<file path="config.mk">
export PLATFORM = sky130hd
export DESIGN_NAME = modbus_rtu_master_transaction_core
export DESIGN_NICKNAME = d
export VERILOG_FILES = /design/src/design/mrtu_pkg.sv /design/src/design/mrtu_front.sv /design/src/design/mrtu_back.sv /design/src/design/mrtu_outq.sv /design/src/design/modbus_rtu_master_transaction_core.sv
export SDC_FILE = /design/constraint.sdc
export NUM_CORES = 2
export LEC_CHECK = 0
export BUFFER_PORTS_ARGS = -buffer_cell sky130_fd_sc_hd__buf_4
export CORE_UTILIZATION = 65
export CTS_BUF_LIST = sky130_fd_sc_hd__clkbuf_4 sky130_fd_sc_hd__clkbuf_8
export CTS_CLUSTER_DIAMETER = 200
export DETAILED_ROUTE_END_ITERATION = 16
export PLACE_DENSITY = 0.8
export SLEW_MARGIN = 20
export SYNTH_ARGS = -nofsm -noshare
export SYNTH_HDL_FRONTEND = slang
export SYNTH_SLANG_ARGS = --single-unit
</file>
<file path="constraint.sdc">
create_clock -name clk_i -period 6.3 [get_ports clk_i]
set_input_delay 0.945 -clock clk_i [delete_from_list [all_inputs] [get_ports clk_i]]
set_output_delay 0.945 -clock clk_i [all_outputs]
set_load 0.05 [all_outputs]
</file>
<file path="src/design/mrtu_pkg.sv">
// ----------------------------------------------------------------------------
// Modbus RTU master package
// Shared types, codes and the CRC-16 step.
// ----------------------------------------------------------------------------
package mrtu_pkg;

  localparam int MaxWordsDef   = 16;
  localparam int FrameBytesDef = 256;

  typedef enum logic [2:0] {
    OP_APPEND_WORD = 3'd0,
    OP_APPEND_BIT  = 3'd1,
    OP_START       = 3'd2,
    OP_RX_BYTE     = 3'd3,
    OP_TIMEOUT     = 3'd4
  } op_e;

  localparam logic [1:0] KIND_TX     = 2'd0;
  localparam logic [1:0] KIND_WORD   = 2'd1;
  localparam logic [1:0] KIND_STATUS = 2'd2;

  localparam logic [2:0] ST_OK        = 3'd0;
  localparam logic [2:0] ST_BAD_SLAVE = 3'd1;
  localparam logic [2:0] ST_BAD_FUNC  = 3'd2;
  localparam logic [2:0] ST_TIMEOUT   = 3'd3;
  localparam logic [2:0] ST_BAD_CRC   = 3'd4;
  localparam logic [2:0] ST_EXCEPTION = 3'd5;

  localparam logic [15:0] CrcSeed = 16'hFFFF;
  localparam logic [15:0] CrcPoly = 16'hA001;

  typedef struct packed {
    op_e         op;
    logic [7:0]  slave;
    logic [7:0]  func;
    logic [15:0] rd_addr;
    logic [15:0] rd_qty;
    logic [15:0] wr_addr;
    logic [15:0] wr_qty;
    logic [15:0] data;
    logic [7:0]  rx;
  } cmd_t;

  typedef struct packed {
    logic [1:0]  kind;
    logic [7:0]  tx;
    logic [15:0] word;
    logic [3:0]  idx;
    logic [2:0]  status;
    logic [7:0]  exc;
    logic [4:0]  wcnt;
    logic        last;
  } res_t;

  function automatic logic [15:0] crc_feed(logic [15:0] crc, logic [7:0] b);
    logic [15:0] c;
    c = crc ^ {8'h00, b};
    for (int k = 0; k < 8; k++) begin
      c = c[0] ? ((c >> 1) ^ CrcPoly) : (c >> 1);
    end
    return c;
  endfunction

endpackage

</file>
<file path="src/design/mrtu_front.sv">
// ----------------------------------------------------------------------------
// Modbus RTU master front end
// Accepts items, drops undefined operations, queues commands for the engine.
// ----------------------------------------------------------------------------
module mrtu_front (
  input  logic                clk_i,
  input  logic                rst_ni,
  input  logic                push,
  output logic                full,
  input  logic [2:0]          operation_i,
  input  logic [7:0]          slave_id_i,
  input  logic [7:0]          function_code_i,
  input  logic [15:0]         read_address_i,
  input  logic [15:0]         read_quantity_i,
  input  logic [15:0]         write_address_i,
  input  logic [15:0]         write_quantity_i,
  input  logic [15:0]         data_word_i,
  input  logic [7:0]          rx_byte_i,
  output logic                cmd_valid_o,
  output mrtu_pkg::cmd_t      cmd_o,
  input  logic                cmd_ready_i
);

  mrtu_pkg::cmd_t buf_q [2];
  logic           wptr_q, rptr_q;
  logic [1:0]     cnt_q;
  logic           keep;
  logic           wr, rd;
  mrtu_pkg::cmd_t cmd_n;

  always_comb begin
    unique case (operation_i)
      mrtu_pkg::OP_APPEND_WORD, mrtu_pkg::OP_APPEND_BIT, mrtu_pkg::OP_START,
      mrtu_pkg::OP_RX_BYTE, mrtu_pkg::OP_TIMEOUT: keep = 1'b1;
      default: keep = 1'b0;
    endcase
  end

  always_comb begin
    cmd_n.op      = mrtu_pkg::op_e'(operation_i);
    cmd_n.slave   = slave_id_i;
    cmd_n.func    = function_code_i;
    cmd_n.rd_addr = read_address_i;
    cmd_n.rd_qty  = read_quantity_i;
    cmd_n.wr_addr = write_address_i;
    cmd_n.wr_qty  = write_quantity_i;
    cmd_n.data    = data_word_i;
    cmd_n.rx      = rx_byte_i;
  end

  assign full        = (cnt_q == 2'd2);
  assign wr          = push && !full && keep;
  assign cmd_valid_o = (cnt_q != 2'd0);
  assign rd          = cmd_valid_o && cmd_ready_i;
  assign cmd_o       = buf_q[rptr_q];

  always_ff @(posedge clk_i) begin
    if (wr) begin
      buf_q[wptr_q] <= cmd_n;
    end
  end

  always_ff @(posedge clk_i or negedge rst_ni) begin
    if (!rst_ni) begin
      wptr_q <= 1'b0;
      rptr_q <= 1'b0;
      cnt_q  <= 2'd0;
    end else begin
      if (wr) wptr_q <= ~wptr_q;
      if (rd) rptr_q <= ~rptr_q;
      cnt_q <= cnt_q + {1'b0, wr} - {1'b0, rd};
    end
  end

endmodule

</file>
<file path="src/design/mrtu_back.sv">
// ----------------------------------------------------------------------------
// Modbus RTU master engine
// Transmit buffer, request framing, receive parsing, CRC check and unpacking.
// ----------------------------------------------------------------------------
module mrtu_back #(
  parameter int MaxWords   = mrtu_pkg::MaxWordsDef,
  parameter int FrameBytes = mrtu_pkg::FrameBytesDef
) (
  input  logic           clk_i,
  input  logic           rst_ni,
  input  logic           cfg_we_i,
  input  logic [3:0]     cfg_data_i,
  input  logic           cmd_valid_i,
  input  mrtu_pkg::cmd_t cmd_i,
  output logic           cmd_ready_o,
  output logic           res_valid_o,
  output mrtu_pkg::res_t res_o,
  input  logic           res_ready_i
);

  localparam int TIW = $clog2(MaxWords);
  localparam int WCW = $clog2(MaxWords + 1);
  localparam int BCW = WCW + 4;
  localparam int FAW = $clog2(FrameBytes);
  localparam int HdrMax = 11;

  localparam logic [3:0] S_IDLE = 4'd0;
  localparam logic [3:0] S_TXH  = 4'd1;
  localparam logic [3:0] S_TXRD = 4'd2;
  localparam logic [3:0] S_TXD  = 4'd3;
  localparam logic [3:0] S_TXCL = 4'd4;
  localparam logic [3:0] S_TXCH = 4'd5;
  localparam logic [3:0] S_HDR  = 4'd6;
  localparam logic [3:0] S_CHK  = 4'd7;
  localparam logic [3:0] S_UNRA = 4'd8;
  localparam logic [3:0] S_UNRB = 4'd9;
  localparam logic [3:0] S_UNEM = 4'd10;
  localparam logic [3:0] S_FIN  = 4'd11;

  localparam logic [1:0] PH_IDLE = 2'd0;
  localparam logic [1:0] PH_HUNT = 2'd1;
  localparam logic [1:0] PH_HEAD = 2'd2;
  localparam logic [1:0] PH_BODY = 2'd3;

  logic [3:0]  state_q, state_d;
  logic [3:0]  hunt_q;

  logic [15:0] tx_mem [MaxWords];
  logic [15:0] tx_rd_q;
  logic        tx_we;
  logic [TIW-1:0] tx_waddr, tx_raddr;
  logic [15:0] tx_wdata;
  logic [WCW-1:0] wcnt_q, wcnt_d;
  logic [BCW-1:0] bcnt_q, bcnt_d;
  logic [15:0] cur_q, cur_d;

  logic [7:0]  pslave_q, pslave_d, pfn_q, pfn_d;
  logic [7:0]  hdr_q [HdrMax];
  logic [7:0]  hdr_n [HdrMax];
  logic        hdr_we;
  logic [3:0]  hlen_q, hlen_d, hi_q, hi_d;
  logic [5:0]  dlen_q, dlen_d, di_q, di_d;
  logic        dcoil_q, dcoil_d;
  logic [15:0] crctx_q, crctx_d;

  logic [7:0]  rx_mem [FrameBytes];
  logic [7:0]  rx_rd_q;
  logic        rx_we;
  logic [FAW-1:0] rx_waddr, rx_raddr;
  logic [1:0]  ph_q, ph_d;
  logic [8:0]  fc_q, fc_d, exp_q, exp_d;
  logic [3:0]  tries_q, tries_d;
  logic [15:0] crcrx_q, crcrx_d;
  logic [7:0]  b0_q, b0_d, b1_q, b1_d, b2_q, b2_d;

  logic [3:0]  ui_q, ui_d;
  logic [4:0]  words_q, words_d;
  logic        coils_q, coils_d;
  logic [7:0]  a_q, a_d;
  logic [2:0]  fst_q, fst_d;
  logic [7:0]  fexc_q, fexc_d;
  logic [4:0]  fwc_q, fwc_d;

  // scratch
  logic [15:0] wbit;
  logic [3:0]  bi;
  logic [3:0]  tdec;
  logic        take;
  logic [8:0]  tb_fc;
  logic [7:0]  extra;
  logic [8:0]  exp_n;
  logic [7:0]  wraw;
  logic [13:0] ccnt;
  logic [5:0]  coil_cnt;
  logic [4:0]  reg_cnt;
  logic [7:0]  txb;
  logic [15:0] uw;

  always_comb begin
    state_d = state_q;
    wcnt_d = wcnt_q; bcnt_d = bcnt_q; cur_d = cur_q;
    pslave_d = pslave_q; pfn_d = pfn_q;
    hlen_d = hlen_q; hi_d = hi_q; dlen_d = dlen_q; di_d = di_q; dcoil_d = dcoil_q;
    crctx_d = crctx_q;
    ph_d = ph_q; fc_d = fc_q; exp_d = exp_q; tries_d = tries_q; crcrx_d = crcrx_q;
    b0_d = b0_q; b1_d = b1_q; b2_d = b2_q;
    ui_d = ui_q; words_d = words_q; coils_d = coils_q; a_d = a_q;
    fst_d = fst_q; fexc_d = fexc_q; fwc_d = fwc_q;
    cmd_ready_o = 1'b0;
    res_valid_o = 1'b0;
    res_o = '0;
    tx_we = 1'b0; tx_waddr = '0; tx_wdata = cmd_i.data; tx_raddr = '0;
    rx_we = 1'b0; rx_waddr = fc_q[FAW-1:0]; rx_raddr = '0;
    hdr_we = 1'b0;
    for (int k = 0; k < HdrMax; k++) hdr_n[k] = 8'h00;
    wbit = 16'h0000; bi = bcnt_q[3:0];
    tdec = 4'd0; take = 1'b0; tb_fc = fc_q + 9'd1;
    extra = 8'd0; exp_n = 9'd5; wraw = 8'd0;
    ccnt = 14'(({1'b0, cmd_i.wr_qty} + 17'd7) >> 3);
    coil_cnt = (ccnt > 14'(2 * MaxWords)) ? 6'(2 * MaxWords) : ccnt[5:0];
    reg_cnt = (cmd_i.wr_qty > 16'(MaxWords)) ? 5'(MaxWords) : cmd_i.wr_qty[4:0];
    txb = 8'h00; uw = 16'h0000;

    unique case (state_q)
      S_IDLE: begin
        if (cmd_valid_i) begin
          cmd_ready_o = 1'b1;
          unique case (cmd_i.op)
            mrtu_pkg::OP_APPEND_WORD: begin
              if (wcnt_q < WCW'(MaxWords)) begin
                tx_we    = 1'b1;
                tx_waddr = wcnt_q[TIW-1:0];
                wcnt_d   = wcnt_q + 1'b1;
                bcnt_d   = {wcnt_d, 4'h0};
              end
            end
            mrtu_pkg::OP_APPEND_BIT: begin
              if (bcnt_q[BCW-1:4] < WCW'(MaxWords)) begin
                wbit     = (bi != 4'd0) ? cur_q : 16'h0000;
                wbit[bi] = cmd_i.data[0];
                cur_d    = wbit;
                tx_we    = 1'b1;
                tx_waddr = bcnt_q[TIW+3:4];
                tx_wdata = wbit;
                bcnt_d   = bcnt_q + 1'b1;
                wcnt_d   = bcnt_d[BCW-1:4];
              end
            end
            mrtu_pkg::OP_START: begin
              hdr_we = 1'b1;
              hdr_n[0] = cmd_i.slave;
              hdr_n[1] = cmd_i.func;
              hlen_d = 4'd2; dlen_d = 6'd0; dcoil_d = 1'b0;
              case (cmd_i.func)
                8'd1, 8'd2, 8'd3, 8'd4, 8'd23: begin
                  hdr_n[2] = cmd_i.rd_addr[15:8]; hdr_n[3] = cmd_i.rd_addr[7:0];
                  hdr_n[4] = cmd_i.rd_qty[15:8];  hdr_n[5] = cmd_i.rd_qty[7:0];
                  hlen_d = 4'd6;
                  if (cmd_i.func == 8'd23) begin
                    hdr_n[6] = cmd_i.wr_addr[15:8]; hdr_n[7] = cmd_i.wr_addr[7:0];
                    hdr_n[8] = cmd_i.wr_qty[15:8];  hdr_n[9] = cmd_i.wr_qty[7:0];
                    hdr_n[10] = {2'b00, reg_cnt, 1'b0};
                    hlen_d = 4'd11;
                    dlen_d = {reg_cnt, 1'b0};
                  end
                end
                8'd5, 8'd15, 8'd16: begin
                  hdr_n[2] = cmd_i.wr_addr[15:8]; hdr_n[3] = cmd_i.wr_addr[7:0];
                  hdr_n[4] = cmd_i.wr_qty[15:8];  hdr_n[5] = cmd_i.wr_qty[7:0];
                  hlen_d = 4'd6;
                  if (cmd_i.func == 8'd15) begin
                    hdr_n[6] = {2'b00, coil_cnt};
                    hlen_d = 4'd7; dlen_d = coil_cnt; dcoil_d = 1'b1;
                  end else if (cmd_i.func == 8'd16) begin
                    hdr_n[6] = {2'b00, reg_cnt, 1'b0};
                    hlen_d = 4'd7; dlen_d = {reg_cnt, 1'b0};
                  end
                end
                8'd6, 8'd22: begin
                  hdr_n[2] = cmd_i.wr_addr[15:8]; hdr_n[3] = cmd_i.wr_addr[7:0];
                  hlen_d = 4'd4;
                  dlen_d = (cmd_i.func == 8'd6) ? 6'd2 : 6'd4;
                end
                default: ;
              endcase
              pslave_d = cmd_i.slave;
              pfn_d    = cmd_i.func;
              hi_d = 4'd0; di_d = 6'd0;
              crctx_d = mrtu_pkg::CrcSeed;
              wcnt_d = '0; bcnt_d = '0;
              fc_d = 9'd0; exp_d = 9'd0; crcrx_d = mrtu_pkg::CrcSeed;
              tries_d = (hunt_q != 4'd0) ? hunt_q : 4'd1;
              ph_d = PH_HUNT;
              state_d = S_TXH;
            end
            mrtu_pkg::OP_RX_BYTE: begin
              case (ph_q)
                PH_HUNT: begin
                  tdec = (tries_q != 4'd0) ? tries_q - 4'd1 : 4'd0;
                  tries_d = tdec;
                  if (cmd_i.rx == pslave_q || tdec == 4'd0) begin
                    take = 1'b1;
                    ph_d = PH_HEAD;
                  end
                end
                PH_HEAD: begin
                  take = 1'b1;
                  if (tb_fc >= 9'd5) state_d = S_HDR;
                end
                PH_BODY: begin
                  take = 1'b1;
                  if (tb_fc >= exp_q) state_d = S_CHK;
                end
                default: ;
              endcase
              if (take) begin
                rx_we   = (fc_q < 9'(FrameBytes));
                if (fc_q == 9'd0) b0_d = cmd_i.rx;
                if (fc_q == 9'd1) b1_d = cmd_i.rx;
                if (fc_q == 9'd2) b2_d = cmd_i.rx;
                crcrx_d = mrtu_pkg::crc_feed(crcrx_q, cmd_i.rx);
                fc_d    = tb_fc;
              end
            end
            mrtu_pkg::OP_TIMEOUT: begin
              if (ph_q != PH_IDLE) begin
                fst_d = mrtu_pkg::ST_TIMEOUT; fexc_d = 8'h00; fwc_d = 5'd0;
                ph_d = PH_IDLE;
                state_d = S_FIN;
              end
            end
            default: ;
          endcase
        end
      end

      S_TXH: begin
        txb = hdr_q[hi_q];
        res_valid_o = 1'b1;
        res_o.kind = mrtu_pkg::KIND_TX;
        res_o.tx = txb;
        if (res_ready_i) begin
          crctx_d = mrtu_pkg::crc_feed(crctx_q, txb);
          hi_d = hi_q + 4'd1;
          if (hi_d == hlen_q) state_d = (dlen_q != 6'd0) ? S_TXRD : S_TXCL;
        end
      end

      S_TXRD: begin
        tx_raddr = di_q[TIW:1];
        state_d = S_TXD;
      end

      S_TXD: begin
        tx_raddr = di_q[TIW:1];
        txb = (di_q[0] ^ dcoil_q) ? tx_rd_q[7:0] : tx_rd_q[15:8];
        res_valid_o = 1'b1;
        res_o.kind = mrtu_pkg::KIND_TX;
        res_o.tx = txb;
        if (res_ready_i) begin
          crctx_d = mrtu_pkg::crc_feed(crctx_q, txb);
          di_d = di_q + 6'd1;
          state_d = (di_d == dlen_q) ? S_TXCL : S_TXRD;
        end
      end

      S_TXCL: begin
        res_valid_o = 1'b1;
        res_o.kind = mrtu_pkg::KIND_TX;
        res_o.tx = crctx_q[7:0];
        if (res_ready_i) state_d = S_TXCH;
      end

      S_TXCH: begin
        res_valid_o = 1'b1;
        res_o.kind = mrtu_pkg::KIND_TX;
        res_o.tx = crctx_q[15:8];
        res_o.last = 1'b1;
        if (res_ready_i) state_d = S_IDLE;
      end

      S_HDR: begin
        fexc_d = 8'h00; fwc_d = 5'd0;
        if (b1_q[7]) begin
          fst_d = mrtu_pkg::ST_EXCEPTION; fexc_d = b2_q;
          ph_d = PH_IDLE; state_d = S_FIN;
        end else if (b1_q != pfn_q) begin
          fst_d = mrtu_pkg::ST_BAD_FUNC;
          ph_d = PH_IDLE; state_d = S_FIN;
        end else if (b0_q != pslave_q) begin
          fst_d = mrtu_pkg::ST_BAD_SLAVE;
          ph_d = PH_IDLE; state_d = S_FIN;
        end else begin
          case (b1_q)
            8'd1, 8'd2, 8'd3, 8'd4, 8'd23: extra = b2_q;
            8'd5, 8'd6, 8'd15, 8'd16:      extra = 8'd3;
            8'd22:                          extra = 8'd5;
            default:                        extra = 8'd0;
          endcase
          exp_n = 9'd5 + {1'b0, extra};
          exp_d = exp_n;
          if (fc_q >= exp_n) begin
            state_d = S_CHK;
          end else begin
            ph_d = PH_BODY;
            state_d = S_IDLE;
          end
        end
      end

      S_CHK: begin
        ph_d = PH_IDLE;
        fexc_d = 8'h00;
        coils_d = (b1_q == 8'd1 || b1_q == 8'd2);
        if (crcrx_q != 16'h0000) begin
          fst_d = mrtu_pkg::ST_BAD_CRC; fwc_d = 5'd0;
          state_d = S_FIN;
        end else begin
          if (coils_d) wraw = {1'b0, b2_q[7:1]} + {7'd0, b2_q[0]};
          else if (b1_q == 8'd3 || b1_q == 8'd4 || b1_q == 8'd23) wraw = {1'b0, b2_q[7:1]};
          words_d = (wraw > 8'(MaxWords)) ? 5'(MaxWords) : wraw[4:0];
          ui_d = 4'd0;
          fst_d = mrtu_pkg::ST_OK; fwc_d = words_d;
          state_d = (words_d == 5'd0) ? S_FIN : S_UNRA;
        end
      end

      S_UNRA: begin
        rx_raddr = FAW'({1'b0, ui_q, 1'b1} + 6'd2);
        state_d = S_UNRB;
      end

      S_UNRB: begin
        rx_raddr = FAW'({1'b0, ui_q, 1'b0} + 6'd4);
        a_d = rx_rd_q;
        state_d = S_UNEM;
      end

      S_UNEM: begin
        rx_raddr = FAW'({1'b0, ui_q, 1'b0} + 6'd4);
        if (coils_q) begin
          uw = ({1'b0, ui_q, 1'b1} < {1'b0, b2_q}) ? {rx_rd_q, a_q} : {8'h00, a_q};
        end else begin
          uw = {a_q, rx_rd_q};
        end
        res_valid_o = 1'b1;
        res_o.kind = mrtu_pkg::KIND_WORD;
        res_o.word = uw;
        res_o.idx = ui_q;
        if (res_ready_i) begin
          ui_d = ui_q + 4'd1;
          state_d = ({1'b0, ui_q} + 5'd1 == words_q) ? S_FIN : S_UNRA;
        end
      end

      S_FIN: begin
        res_valid_o = 1'b1;
        res_o.kind = mrtu_pkg::KIND_STATUS;
        res_o.status = fst_q;
        res_o.exc = fexc_q;
        res_o.wcnt = fwc_q;
        res_o.last = 1'b1;
        if (res_ready_i) state_d = S_IDLE;
      end

      default: state_d = S_IDLE;
    endcase
  end

  always_ff @(posedge clk_i) begin
    if (tx_we) tx_mem[tx_waddr] <= tx_wdata;
    tx_rd_q <= tx_mem[tx_raddr];
  end

  always_ff @(posedge clk_i) begin
    if (rx_we) rx_mem[rx_waddr] <= cmd_i.rx;
    rx_rd_q <= rx_mem[rx_raddr];
  end

  always_ff @(posedge clk_i) begin
    if (hdr_we) begin
      for (int k = 0; k < HdrMax; k++) hdr_q[k] <= hdr_n[k];
    end
    cur_q <= cur_d;
    dlen_q <= dlen_d;
    dcoil_q <= dcoil_d;
    b0_q <= b0_d; b1_q <= b1_d; b2_q <= b2_d;
    words_q <= words_d; coils_q <= coils_d; a_q <= a_d;
    fst_q <= fst_d; fexc_q <= fexc_d; fwc_q <= fwc_d;
    hlen_q <= hlen_d;
  end

  always_ff @(posedge clk_i or negedge rst_ni) begin
    if (!rst_ni) begin
      state_q  <= S_IDLE;
      hunt_q   <= 4'd5;
      wcnt_q   <= '0;
      bcnt_q   <= '0;
      pslave_q <= 8'h00;
      pfn_q    <= 8'h00;
      hi_q     <= 4'd0;
      di_q     <= 6'd0;
      crctx_q  <= mrtu_pkg::CrcSeed;
      ph_q     <= PH_IDLE;
      fc_q     <= 9'd0;
      exp_q    <= 9'd0;
      tries_q  <= 4'd0;
      crcrx_q  <= mrtu_pkg::CrcSeed;
      ui_q     <= 4'd0;
    end else begin
      state_q  <= state_d;
      if (cfg_we_i) hunt_q <= cfg_data_i;
      wcnt_q   <= wcnt_d;
      bcnt_q   <= bcnt_d;
      pslave_q <= pslave_d;
      pfn_q    <= pfn_d;
      hi_q     <= hi_d;
      di_q     <= di_d;
      crctx_q  <= crctx_d;
      ph_q     <= ph_d;
      fc_q     <= fc_d;
      exp_q    <= exp_d;
      tries_q  <= tries_d;
      crcrx_q  <= crcrx_d;
      ui_q     <= ui_d;
    end
  end

endmodule

</file>
<file path="src/design/mrtu_outq.sv">
// ----------------------------------------------------------------------------
// Modbus RTU master result queue
// Two-entry queue that decouples the engine from the result consumer.
// ----------------------------------------------------------------------------
module mrtu_outq (
  input  logic           clk_i,
  input  logic           rst_ni,
  input  logic           in_valid_i,
  input  mrtu_pkg::res_t in_i,
  output logic           in_ready_o,
  output logic           empty,
  input  logic           pop,
  output mrtu_pkg::res_t out_o
);

  mrtu_pkg::res_t buf_q [2];
  logic           wptr_q, rptr_q;
  logic [1:0]     cnt_q;
  logic           wr, rd;

  assign in_ready_o = (cnt_q != 2'd2);
  assign empty      = (cnt_q == 2'd0);
  assign wr         = in_valid_i && in_ready_o;
  assign rd         = pop && !empty;
  assign out_o      = buf_q[rptr_q];

  always_ff @(posedge clk_i) begin
    if (wr) begin
      buf_q[wptr_q] <= in_i;
    end
  end

  always_ff @(posedge clk_i or negedge rst_ni) begin
    if (!rst_ni) begin
      wptr_q <= 1'b0;
      rptr_q <= 1'b0;
      cnt_q  <= 2'd0;
    end else begin
      if (wr) wptr_q <= ~wptr_q;
      if (rd) rptr_q <= ~rptr_q;
      cnt_q <= cnt_q + {1'b0, wr} - {1'b0, rd};
    end
  end

endmodule

</file>
<file path="src/design/modbus_rtu_master_transaction_core.sv">
// ----------------------------------------------------------------------------
// Modbus RTU master transaction core
// Items are queued, then executed one at a time by the engine; results leave
// through a two-entry queue. During a start request each data byte waits for
// a transmit buffer read. A completed response goes through the header and
// CRC checks, and each unpacked word is read through the single frame memory
// read port.
// ----------------------------------------------------------------------------
module modbus_rtu_master_transaction_core #(
  parameter int MaxWords   = mrtu_pkg::MaxWordsDef,
  parameter int FrameBytes = mrtu_pkg::FrameBytesDef
) (
  input  logic        clk_i,
  input  logic        rst_ni,
  input  logic        cfg_we_i,
  input  logic [3:0]  cfg_data_i,
  input  logic        push,
  output logic        full,
  input  logic [2:0]  operation_i,
  input  logic [7:0]  slave_id_i,
  input  logic [7:0]  function_code_i,
  input  logic [15:0] read_address_i,
  input  logic [15:0] read_quantity_i,
  input  logic [15:0] write_address_i,
  input  logic [15:0] write_quantity_i,
  input  logic [15:0] data_word_i,
  input  logic [7:0]  rx_byte_i,
  output logic        empty,
  input  logic        pop,
  output logic [1:0]  kind_o,
  output logic [7:0]  tx_byte_o,
  output logic [15:0] response_word_o,
  output logic [3:0]  word_index_o,
  output logic [2:0]  status_o,
  output logic [7:0]  exception_code_o,
  output logic [4:0]  word_count_o,
  output logic        last_o
);

  logic           cmd_valid, cmd_ready;
  mrtu_pkg::cmd_t cmd;
  logic           res_valid, res_ready;
  mrtu_pkg::res_t res, head;

  mrtu_front u_front (
    .clk_i, .rst_ni, .push, .full,
    .operation_i, .slave_id_i, .function_code_i,
    .read_address_i, .read_quantity_i, .write_address_i, .write_quantity_i,
    .data_word_i, .rx_byte_i,
    .cmd_valid_o(cmd_valid), .cmd_o(cmd), .cmd_ready_i(cmd_ready)
  );

  mrtu_back #(.MaxWords(MaxWords), .FrameBytes(FrameBytes)) u_back (
    .clk_i, .rst_ni, .cfg_we_i, .cfg_data_i,
    .cmd_valid_i(cmd_valid), .cmd_i(cmd), .cmd_ready_o(cmd_ready),
    .res_valid_o(res_valid), .res_o(res), .res_ready_i(res_ready)
  );

  mrtu_outq u_outq (
    .clk_i, .rst_ni,
    .in_valid_i(res_valid), .in_i(res), .in_ready_o(res_ready),
    .empty, .pop, .out_o(head)
  );

  assign kind_o           = head.kind;
  assign tx_byte_o        = head.tx;
  assign response_word_o  = head.word;
  assign word_index_o     = head.idx;
  assign status_o         = head.status;
  assign exception_code_o = head.exc;
  assign word_count_o     = head.wcnt;
  assign last_o           = head.last;

endmodule

</file>
==> impl_metrics.env <==
export IMPL_outcome="finished clean"
export IMPL_setup_worst_path_start_class="register"
export IMPL_drt_iter0_drc=4745
export IMPL_synth_xor_area_share=0.02197
export IMPL_cp_max_fo=50
export IMPL_die_x_um=302.3
export IMPL_endpoint_kind="register"
export IMPL_root_buffer="clkbuf_8"
export IMPL_worst_pin_slew_ps=1122
export IMPL_finalSetupViolations=0
export IMPL_p_leak_uw=0.02328
export IMPL_synth_edf_count=1242
export IMPL_ant_nets=0
export IMPL_seq_area_um2=40610
export IMPL_dieHeight_um=302.3
export IMPL_finalWorstSetupSlack_ps=1467
export IMPL_seq_area_frac_synth=0.6926
export IMPL_portBuffers=164
export IMPL_cpMaxStageDelayCell="nor2_1"
export IMPL_drt_pass1_iterations=6
export IMPL_dp_slack_ps=1675
export IMPL_synthMuxAreaShare=0.06278
export IMPL_syn_area_um2=58610
export IMPL_hold_viol_final=0
export IMPL_vias_per_cell=6.436
export IMPL_critPathLaunch="u_back.state_q[1]"
export IMPL_fmax_mhz=206.9
export IMPL_initial_core_util=0.6602
export IMPL_power_frac_clock=0.233
export IMPL_worst_r2r_path_depth=8
export IMPL_grt_overflow=0
export IMPL_ys_types=81
export IMPL_rsz0062_at_grt="false"
export IMPL_place_gp_congestion=0.9828
export IMPL_power_uw=30800
export IMPL_worstSetupPathType="reg2reg"
export IMPL_multi_input_area_um2=16810
export IMPL_synth_compound_area_frac=0.08517
export IMPL_fillCellCount=5495
export IMPL_clock_path_buffers=3
export IMPL_grt_usage=0.3123
export IMPL_dieArea_um2=91380
export IMPL_ctsHoldBuffers=0
export IMPL_syn_num_nets=4531
export IMPL_final_util=0.7343
export IMPL_power_frac_seq=0.400
export IMPL_min_period_over_period=0.7671
export IMPL_synth_seq_cells=1377
export IMPL_switching_share=0.3788
export IMPL_vias=38009
export IMPL_synth_top_family_by_area="simple AND/OR/NAND/NOR gates"
export IMPL_grt_pass1_wl_mm=215.0
export IMPL_arrival_ps=5330
export IMPL_clk_pin_slew_ps=60
export IMPL_cts_sink_count=1377
export IMPL_synthSimpleGateAreaFrac=0.1055
export IMPL_synth_adder_area_share=0.008752
export IMPL_regToRegStartpoint="u_back.state_q[1]"
export IMPL_p_int_uw=19130
export IMPL_irDropWorstVdd_uv=355.9
export IMPL_worstPathRequired_ps=6800
export IMPL_hold_class="in2async"
export IMPL_cts_resized_gates=0
export IMPL_pwr_share_comb=0.367
export IMPL_yosysWarnings=0
export IMPL_drc=0
export IMPL_finalClockSkew_ps=60.65
export IMPL_postSynthAreaPerCell_um2=13.40
export IMPL_grt_pass1_vias=36562
export IMPL_setup_tns_ps=0
export IMPL_io_pins=165
export IMPL_wl_mm=142.1
export IMPL_clkLatencyLatePin_ps=910
export IMPL_timing_slew_headroom=0.2523
export IMPL_slowest_delay_ps=810
export IMPL_antenna_found_initial=3
export IMPL_nets=4721
export IMPL_grt_max_degree=125
export IMPL_cts_tree="built"
export IMPL_syn_to_final_growth_pct=11.22
export IMPL_crit_chain="nor4_4, o21ai_0, inv_1, o211ai_1, buf_4, nor2_2, nand3_1, nor2_1"
export IMPL_r2r_end="u_back.rx_mem[32][5]"
export IMPL_r2r_setup_slack_ps=1470
export IMPL_worst_hold_slack_ps=79.39
export IMPL_syn_inst=4374
export IMPL_drive_gt1_frac=0.1739
export IMPL_p_sw_uw=11670
export IMPL_period_minus_slack_ps=4833
export IMPL_htreeDepth=4
export IMPL_dpl_hpwl_mm=90.58
export IMPL_synth_top_flop_cell="edfxtp_1"
export IMPL_num_rows=109
export IMPL_p_per_area_nw_per_um2=472.5
export IMPL_drv_slew=0
export IMPL_max_cap_violations=0
export IMPL_wire_per_inst_um=24.06
export IMPL_synthArstFlopShare=0.08061
export IMPL_cts_inserted_buffers=207
export IMPL_postCtsSetupRepairBufs=0
export IMPL_fp_coreArea_um2=88780
synth_stat cells, types with 70 or more instances:
| master | n | area share |
|---|---|---|
| clkbuf_1 | 199 | 0.013 |
| a31oi_1 | 70 | 0.0075 |
| nor2_1 | 293 | 0.019 |
| nand3_1 | 130 | 0.011 |
| nand2_1 | 650 | 0.042 |
| dfrtp_1 | 77 | 0.033 |
| a21oi_1 | 190 | 0.016 |
| edfxtp_1 | 1242 | 0.64 |
| mux2_2 | 149 | 0.029 |
| o21ai_0 | 137 | 0.012 |
| mux2i_1 | 167 | 0.029 |
| xnor2_1 | 96 | 0.014 |
| and3_1 | 127 | 0.014 |
cell type report:
class                      instances  share of cell area
sequential                      1377              0.6229
antenna                            2          0.00007677
timing repair buffer             250             0.02994
inverter                          68            0.003935
clock buffer                     294             0.05459
multi-input combinational       2660              0.2578
clock inverter                    90            0.008407
tap                             1165             0.02236
worst max path at each step:
stage,endpoint,slack [ps],cells past startpoint
2_1_floorplan,u_front.buf_q[0][0],30,3
3_3_place_gp,u_back.rx_mem[35][7],1880,8
3_5_place_dp,u_back.rx_mem[32][6],1670,8
4_1_cts,u_back.rx_mem[32][5],1640,8
5_1_grt,u_back.rx_mem[59][3],1200,8
6_report,u_back.rx_mem[32][5],1470,8
cells in the final DEF (no fill, tap or decap), types with 73 or more instances in the layout:
master       n
edfxtp_1  1242
nand2_1    649
nor2_1     287
buf_4      244
clkbuf_8   216
a21oi_1    190
mux2i_1    167
mux2_2     149
o21ai_0    131
nand3_1    128
and3_1     127
xnor2_1     96
clkbuf_4    78
dfrtp_1     73
critical path: cells and delay by family (launching register included):
kind / cells / cell delay [ps]
flip-flops: 1 / 690
AND/OR/NAND/NOR: 4 / 2530
buffers and inverters: 2 / 630
AO/OA/AOI/OAI: 2 / 580
through the flow:
| stage | cells | instance area (µm²) |
|---|---|---|
| after floorplan | 4374 | 58610 |
| after global placement | 5520 | 61070 |
| after detailed placement | 5520 | 61080 |
| after CTS | 5904 | 65190 |
| after global routing | 5906 | 65190 |
| final | 5906 | 65190 |
cell families after synthesis:
kind of cell             after synthesis
flip-flops                          1377
buffers and inverters                337
AO/OA/AOI/OAI                        759
multiplexers                         329
AND/OR/NAND/NOR                     1391
XOR/XNOR                             140
adder cells (fa/ha/maj)               41
layer usage:
layer | vias to the layer above | global-route usage | routed length, µm
met1 | 18541 | 0.4529 | 56830
li1 | 16781 | - | -
met3 | 363 | 0.06112 | 15330
met2 | 2320 | 0.4742 | 65250
met4 | 4 | 0.1163 | 4646
met5 | - | 0 | 27
flip-flops by register name (all words and copies together) (netlist names), 16 cells and up:
register	cells
u_back.rx_mem	512
u_back.tx_mem	256
u_front.buf_q	214
u_outq.buf_q	94
u_back.hdr_q	85
u_back.crcrx_q	16
u_back.crctx_q	16
u_back.cur_q	16
u_back.tx_rd_q	16
power by group through the flow:
stage          Sequential (µW)  Combinational (µW)  Clock, µW
2_1_floorplan            12200                7810          0
3_3_place_gp             12400               10800          0
5_1_grt                  12400               12000       7630
6_report                 12300               11300       7190
3_5_place_dp             12500               11000          0
4_1_cts                  12300               11100       7230
No activity file was read; power rests on OpenSTA's default activity.
